**src/sv/npsj_pkg.sv**
```systemverilog
// Shared constants, types and register codes of the nine-point stencil Jacobi core.
package npsj_pkg;

    localparam int MAX_WIDTH      = 2048;
    localparam int COL_W          = $clog2(MAX_WIDTH);
    localparam int WIDTH_W        = 12;
    localparam int ROW_W          = 16;
    localparam int DATA_W         = 32;
    localparam int COEF_FRAC_BITS = 30;
    localparam int ACC_W          = 68;
    localparam int QUOT_W         = ACC_W - COEF_FRAC_BITS;
    localparam int MIN_DIM        = 3;
    localparam int CLR_W          = COL_W + 1;
    localparam int LINE_W         = 3 * DATA_W;
    localparam int OFIFO_DEPTH    = 8;
    localparam int OFIFO_AW       = $clog2(OFIFO_DEPTH);
    localparam int CFG_IDX_W      = 3;

    typedef logic signed [DATA_W-1:0] data_t;

    localparam data_t COEF_SIDE_X_RST = 32'sd214748365;
    localparam data_t COEF_SIDE_Y_RST = 32'sd214748365;
    localparam data_t COEF_CORNER_RST = 32'sd53687091;
    localparam data_t COEF_SOURCE_RST = 32'sd430;
    localparam logic [WIDTH_W-1:0] GRID_WIDTH_RST  = 12'd2000;
    localparam logic [ROW_W-1:0]   GRID_HEIGHT_RST = 16'd2000;

    localparam logic signed [ACC_W-1:0] ROUND_HALF = ACC_W'(1) << (COEF_FRAC_BITS - 1);
    localparam data_t SAT_MAX = 32'sh7FFF_FFFF;
    localparam data_t SAT_MIN = 32'sh8000_0000;

    typedef enum logic [CFG_IDX_W-1:0] {
        REG_COEF_SIDE_X = 3'd0,
        REG_COEF_SIDE_Y = 3'd1,
        REG_COEF_CORNER = 3'd2,
        REG_COEF_SOURCE = 3'd3,
        REG_GRID_WIDTH  = 3'd4,
        REG_GRID_HEIGHT = 3'd5
    } reg_idx_t;

    typedef struct packed {
        data_t               coef_side_x;
        data_t               coef_side_y;
        data_t               coef_corner;
        data_t               coef_source;
        logic [WIDTH_W-1:0]  grid_width;
        logic [ROW_W-1:0]    grid_height;
    } cfg_t;

    typedef struct packed {
        logic [ROW_W-1:0] row;
        logic [COL_W-1:0] col;
        logic             last;
    } meta_t;

    typedef struct packed {
        data_t left;
        data_t right;
        data_t up;
        data_t down;
        data_t nw;
        data_t ne;
        data_t sw;
        data_t se;
        data_t src;
    } win_t;

    typedef struct packed {
        data_t new_value;
        meta_t meta;
    } res_t;

endpackage

```
**src/sv/npsj_if.sv**
```systemverilog


interface npsj_out_if;
    import npsj_pkg::*;

    logic             valid;
    logic             ready;
    data_t            new_value;
    logic [ROW_W-1:0] out_row;
    logic [COL_W-1:0] out_col;
    logic             last_of_grid;

    modport source (output valid, output new_value, output out_row, output out_col,
                    output last_of_grid, input ready);
    modport sink   (input valid, input new_value, input out_row, input out_col,
                    input last_of_grid, output ready);
endinterface

```
**src/sv/npsj_ofifo.sv**
```systemverilog
// Result FIFO; the input side holds back items so it never overflows.
module npsj_ofifo (
    input  logic                        clk,
    input  logic                        rst_n,
    input  logic                        push,
    input  npsj_pkg::res_t              push_data,
    npsj_out_if.source                  result,
    output logic [npsj_pkg::OFIFO_AW:0] count
);
    import npsj_pkg::*;

    res_t                fifo_reg [OFIFO_DEPTH];
    logic [OFIFO_AW-1:0] wr_ptr_reg, rd_ptr_reg;
    logic [OFIFO_AW:0]   count_reg;
    logic                pop;
    res_t                head;

    assign pop   = result.valid && result.ready;
    assign count = count_reg;
    assign head  = fifo_reg[rd_ptr_reg];

    assign result.valid        = count_reg != '0;
    assign result.new_value    = head.new_value;
    assign result.out_row      = head.meta.row;
    assign result.out_col      = head.meta.col;
    assign result.last_of_grid = head.meta.last;

    always_ff @(posedge clk or negedge rst_n)
    begin
        if (!rst_n)
        begin
            wr_ptr_reg <= '0;
            rd_ptr_reg <= '0;
            count_reg  <= '0;
        end
        else
        begin
            if (push)
                wr_ptr_reg <= wr_ptr_reg + OFIFO_AW'(1);
            if (pop)
                rd_ptr_reg <= rd_ptr_reg + OFIFO_AW'(1);
            if (push && !pop)
                count_reg <= count_reg + (OFIFO_AW + 1)'(1);
            else if (pop && !push)
                count_reg <= count_reg - (OFIFO_AW + 1)'(1);
        end
    end

    always_ff @(posedge clk)
    begin
        if (push)
            fifo_reg[wr_ptr_reg] <= push_data;
    end

endmodule

```
**src/flat_wrapper.sv**
```systemverilog
// flat-port wrapper written by rule: the top's interface ports become plain ports
module npsj_ofifo_flat import npsj_pkg::*;
  (clk, rst_n, push, push_data, count, result_valid, result_new_value, result_out_row, result_out_col, result_last_of_grid, result_ready);
  npsj_out_if result_i ();
  input  logic clk;
  input  logic rst_n;
  input  logic push;
  input  npsj_pkg::res_t push_data;
  output logic [npsj_pkg::OFIFO_AW:0] count;
  output wire logic [$bits(result_i.valid)-1:0] result_valid;
  output wire logic [$bits(result_i.new_value)-1:0] result_new_value;
  output wire logic [$bits(result_i.out_row)-1:0] result_out_row;
  output wire logic [$bits(result_i.out_col)-1:0] result_out_col;
  output wire logic [$bits(result_i.last_of_grid)-1:0] result_last_of_grid;
  input wire logic [$bits(result_i.ready)-1:0] result_ready;
  assign result_valid = result_i.valid;
  assign result_new_value = result_i.new_value;
  assign result_out_row = result_i.out_row;
  assign result_out_col = result_i.out_col;
  assign result_last_of_grid = result_i.last_of_grid;
  assign result_i.ready = result_ready;
  npsj_ofifo u_core (.clk(clk), .rst_n(rst_n), .push(push), .push_data(push_data), .result(result_i), .count(count));
endmodule
```
**config.mk**
```make
export PLATFORM = sky130hd
export DESIGN_NAME = npsj_ofifo_flat
export DESIGN_NICKNAME = d
export VERILOG_FILES = /design/src/sv/npsj_pkg.sv /design/src/sv/npsj_if.sv /design/src/sv/npsj_ofifo.sv /design/src/flat_wrapper.sv
export SDC_FILE = /design/constraint.sdc
export NUM_CORES = 1
export LEC_CHECK = 0
export ABC_CLOCK_PERIOD_IN_PS = 7100
export BUFFER_PORTS_ARGS = -buffer_cell sky130_fd_sc_hd__buf_2
export CAP_MARGIN = 20
export CORE_UTILIZATION = 55
export CTS_CLUSTER_SIZE = 8
export DETAILED_ROUTE_END_ITERATION = 6
export GPL_TIMING_DRIVEN = 0
export PLACE_DENSITY = 0.85
export SLEW_MARGIN = 20
export SYNTH_ARGS = -nofsm -noshare
export SYNTH_HDL_FRONTEND = slang
export SYNTH_SLANG_ARGS = --single-unit
```
**constraint.sdc**
```tcl
create_clock -name clk -period 7.1 [get_ports clk]
set_input_delay 1.42 -clock clk [delete_from_list [all_inputs] [get_ports clk]]
set_output_delay 1.42 -clock clk [all_outputs]
set_load 0.01 [all_outputs]
```
==> out/results.ini, run 1 <==
[synthesis]
synthDistinctLibCells=30
synthesis.area_um2=18700
synth_top_cell_by_area=edfxtp_1
synth_edf_count=480
synth_nets=823
ys_seq_area_share_pct=78.2
postSynthCellCount=753
yosysTopAreaCellShare_pct=76.9
syn_avg_cell_area_um2=24.9
synth_warnings=0
synth_top_cells_by_area=edfxtp_1, mux4_2, mux2_2
async_flop_share_pct=2.04
synth_top_flop_cell=edfxtp_1
ys_ff_latch=490

[route]
routed_wl_um=38100
route.met3.wl_um=2260
wire_per_inst_um=26.1
wl_met2_um=19500
top_layer_used=met5
viasPerCell=5.99
ant_nets=0
first_iter_violations=595
post-route-drc-count=0
dr.pass1.iters=5
met1Wirelength_um=15200
dr_total_vias=8745

[critical_path]
cpPeakStageDelay_ns=0.59
reg2reg_to=u_core.count[3]
critPathMaxFanout=10
worstPathArrival_ns=2.87
crit_family=buffers and inverters
regToRegSetupSlack_ns=4.19
crit_chain=buf_2 -> buf_1 -> mux4_2 -> mux2_2 -> buf_2
r2r_cells=8
crit_top_cell=buf_2
cp.required_ns=5.68
path_class=reg2out
cp-startpoint=u_core.rd_ptr_reg[1]
end_kind=output port
r2r_start=u_core.count[0]
slowest_stage=buf_1
start_kind=register
path_buf_inv=3

[die]
chipWidth_um=187
die-area_um2=34800
rows=67
core_um2=33500
initial_core_util_pct=55.9
io_pins=129
die_y_um=187

[cts]
cts-root-buf=clkbuf_16
clk_latency_ns=0.56
clk_pin_slew_ns=0.05
clkSinkCount=490
htree_levels=3
ctsLongestPathBuffers=3
cts_made_buffers=71
cts_setup_buffers=0
post_cts_resized=0
cts_tree=done
cts-hold-fix-buffers=0

[timing]
slew_headroom_pct=48.2
hold-worst-slack_ns=0.535
worst_slack_ns=2.81
report.final.slew_viol_count=0
tightest_slew_ns=0.777
finalHoldViolations=0
layout_min_cycle_time_ns=4.29
rsz0062_at_grt=no
fmax_mhz=233
timing.final.crit_share_pct=60.5
finalSetupViolCount=0
skew_ns=0.0157

[placed_design]
gp_congestion=0.709
io_buffers=128
dp.cells=1365
dpl.hpwl_um=23000
dp_slack_ns=3.37

[min_path]
min_path_cells=2
worstHoldStart=u_core.count[2]
holdPathEnd=u_core.count[2]
hold_path.class=reg2reg

[pwr]
p_leak_nw=7.58
peakVddDrop_mv=0.263
cellPowerDensity_nw_per_um2=428
total_power_mw=9.67

[cells_and_area]
area_growth_pct=20.6
regArea_um2=14700
layoutNonFillerInstCount=1461
drive_gt1_share_pct=42.2
fin_nets=1060
final_cell_mix=edfxtp_1, buf_2, mux4_2
fill_cells=2070
layout_commonest_cell=edfxtp_1
multi_input_area_um2=3860
largest_reg_flops=480

[global_routing]
grt_max_degree=21
antenna_found_initial=6
grtUsageTotal_pct=22.3
globalRouteOverflowTotal=0
grt_pass1_wl_um=56800
grt_pass1_vias=9469

[flow_run]
maxCapViolCount=0

[run_status]
status=completed

==> report_power, final <==
part	leakage, nW	internal [mW]	switching, mW
sequential	4.48	3.64	0.124
combinational	2.16	1.47	1.49
clock	0.945	1.82	1.14
total	7.58	6.92	2.75
==> cells in the mapped netlist (all sizes together), types with 2 or more instances <==
cell type	n
clkbuf	11
mux4	120
nor3	3
nor2	6
mux2	63
nand2b	3
o211ai	2
or4	2
xnor2	5
dfrtp	10
ha	5
buf	24
a21oi	2
edfxtp	480
nand2	6
nand3	3
==> how the worst max path moves through the flow <==
stage                             end  slack, ns  depth (start not counted)
5_1_grt             result_out_col[1]       2.71                          5
3_5_place_dp        result_out_col[3]       3.37                          5
4_1_cts             result_out_col[1]       2.80                          5
6_report            result_out_row[3]       2.81                          5
2_1_floorplan   u_core.fifo_reg[0][0]       0.95                          2
3_3_place_gp   u_core.fifo_reg[0][26]      -3.06                          3
==> worst register-to-register path: stages (launching register included) <==
cell      delay [ns]
dfrtp_1         0.45
or4_1           0.61
nand2_1         0.19
ha_1            0.29
inv_1           0.14
ha_1            0.37
or4_1           0.53
o211ai_1        0.12
o211ai_1        0.11
==> area by class of cell <==
class,instances,share of cell area (%)
clock inverters,7,0.421
flip-flops and latches,490,64.9
well taps,448,2.48
diodes,5,0.0554
plain buffers,35,1.20
repair buffers,164,5.69
multi-input cells,227,17.1
clock buffers,84,8.17
inverters,1,0.0166
==> kinds of logic after synthesis <==
| logic type | count (synthesis) | synth area share, % |
|---|---|---|
| compound gates | 6 | 0.220 |
| xor+xnor | 6 | 0.280 |
| fa+ha+maj | 6 | 0.441 |
| buf+inv | 36 | 1.46 |
| flops | 490 | 78.2 |
| mux | 184 | 18.7 |
| simple gates | 25 | 0.654 |
==> per-layer routing <==
metal	track usage (%)	vias to the layer above
li1	-	3712
met1	29.4	4603
met2	36.5	339
met3	4.87	85
met4	9.17	6
met5	0	-
==> metrics by stage <==
stage                     area [um^2]  TNS, ns  util [%]
final                           22600        0      67.4
after global routing            22600        0      67.4
after CTS                       22600        0      67.4
after detailed placement        20600        0      61.6
after global placement          19900  -377.11      59.5
after floorplan                 18700        0         -
Power figures use the tool's default switching activity.
==> inputs of run 2 (changes only) <==
- ABC_CLOCK_PERIOD_IN_PS: 7100 -> 4200
- clock period: 7.1 -> 4.2 ns (I/O delays scaled with it)
==> run 2 against run 1 <==
  * Core utilization decreased by 0.16 points
  * Design area decreased by 0.23%
  * Combinational power increased by 70%
  * Worst hold slack got worse by 0.39 ns
  * Clock skew is 0.010 ns higher
  * Wire length up 0.90%
  * Clock-buffer cell count is 7 higher
  * Via count rose by 1.1%
  * Non-clock buffer count fell by 8
  * Setup slack worse by 2.3 ns
  * Cell count decreased by 0.48%
==> out/results.ini, run 2 (synthesis gave the netlist of run 1 again) <==
[critical_path]
path_class=reg2out
worstPathArrival_ns=2.88
end_kind=output port
regToRegSetupSlack_ns=1.18
r2r_start=u_core.count[0]
critPathCapture=result_new_value[25]
cp-startpoint=u_core.rd_ptr_reg[1]
start_kind=register
critPathMaxFanout=10
cp.required_ns=3.36
reg2reg_to=u_core.count[3]
r2r_cells=8

[global_routing]
grtUsageMet1_pct=30.1
met3_usage_pct=4.19
top_usage_layer=met2
globalRouteOverflowTotal=0
grtUsageTotal_pct=22.6
use_met2_pct=37.6
grt_max_degree=21
grt_pass1_vias=9462
antenna_found_initial=3
grt_pass1_wl_um=57600

[die]
die_y_um=187
core_um2=33500
die-area_um2=34800
rows=67
initial_core_util_pct=55.9
chipWidth_um=187
io_pins=129

[pwr]
peakVddDrop_mv=0.522
p_sw_mw=4.65
p_sw_share_pct=28.5
p_leak_nw=7.53
pwr-share-clk_pct=30.4
seq_power_share_pct=38.9
p_comb_share_pct=30.7
p_int_mw=11.7
cellPowerDensity_nw_per_um2=725
total_power_mw=16.4

[cells_and_area]
drive_gt1_share_pct=41.3
fill_cells=2063
final_cell_mix=edfxtp_1, buf_2, mux4_2
multi_input_area_um2=3870
layout_commonest_cell=edfxtp_1
fin_nets=1052
regArea_um2=14700
area_growth_pct=20.3
largest_reg_flops=480
layoutNonFillerInstCount=1454

[cts]
clkSinkCount=490
post_cts_resized=0
clk_pin_slew_ns=0.05
clk_latency_ns=0.56
htree_levels=3
cts-root-buf=clkbuf_16
cts_made_buffers=71
ctsLongestPathBuffers=3
cts_setup_buffers=0
cts_tree=done
cts-hold-fix-buffers=0

[placed_design]
dpl.hpwl_um=23000
io_buffers=128
gp_congestion=0.748
dp_slack_ns=1.03
dp.cells=1357

[timing]
worst_slack_ns=0.481
slew_headroom_pct=45.1
skew_ns=0.0259
fmax_mhz=269
layout_min_cycle_time_ns=3.72
finalSetupTns_ns=0
finalSetupViolCount=0
tightest_slew_ns=0.824
timing.final.crit_share_pct=88.5
report.final.slew_viol_count=0
finalHoldViolations=0
rsz0062_at_grt=no

[min_path]
hold_path.class=in2async

[route]
first_iter_violations=914
viasPerCell=6.08
routed_wl_um=38400
wire_per_inst_um=26.4
dr_total_vias=8837
ant_nets=0
post-route-drc-count=0
dr.pass1.iters=5

[run_status]
status=completed

[flow_run]
maxCapViolCount=0

## run 2: changes by cell type in the layout (fill, tap and decap cells not counted), sizes merged
cell,delta
buf,-8
clkbuf,+7
clkinv,-2
diode,-4
## run 2: through the flow
step,area [um^2],utilization (%),hold WS (ns)
final,22500,67.2,0.140
after global routing,22500,67.2,0.150
after CTS,22500,67.2,0.127
after detailed placement,20600,61.5,0.526
after global placement,20000,59.5,0.513
after floorplan,18800,-,0.521
## run 2: worst max-delay path, stage by stage, from the launching register on
cell     delay (ns)
dfrtp_1        0.50
buf_2          0.32
buf_1          0.62
mux4_2         0.43
mux2_2         0.31
buf_2          0.15
## run 2: power groups by stage
stage          clock [mW]  sequential [mW]  combinational, mW
2_1_floorplan           0             6.43               3.21
3_3_place_gp            0             6.51               4.63
3_5_place_dp            0             6.45               5.06
4_1_cts              5.05             6.37               5.12
5_1_grt              5.23             6.42               5.31
6_report             4.97             6.37               5.02
## run 2: layout make-up
cell class / count / area share [%]
diodes: 1 / 0.0111
well taps: 448 / 2.49
repair buffers: 156 / 5.54
inverters: 1 / 0.0166
flip-flops and latches: 490 / 65.0
clock buffers: 91 / 8.31
multi-input cells: 227 / 17.2
plain buffers: 35 / 1.20
clock inverters: 5 / 0.227
## run 2: worst min path at each step
stage | from | endpoint | slack, ns | depth (start not counted)
after floorplan | u_core.wr_ptr_reg[1] | u_core.wr_ptr_reg[1] | 0.52 | 1
after global placement | u_core.count[2] | u_core.count[2] | 0.51 | 2
after detailed placement | u_core.count[2] | u_core.count[2] | 0.53 | 2
after CTS | rst_n | u_core.wr_ptr_reg[0] | 0.13 | 1
after global routing | rst_n | u_core.wr_ptr_reg[2] | 0.15 | 1
final | rst_n | u_core.wr_ptr_reg[2] | 0.14 | 1
## run 2: routing by layer
metal,wire length [um],vias up,part of all wire [%]
met3,2670,89,6.9
met4,1050,4,2.7
li1,-,3704,-
met1,15200,4624,40
met5,29,-,0.075
met2,19400,416,51
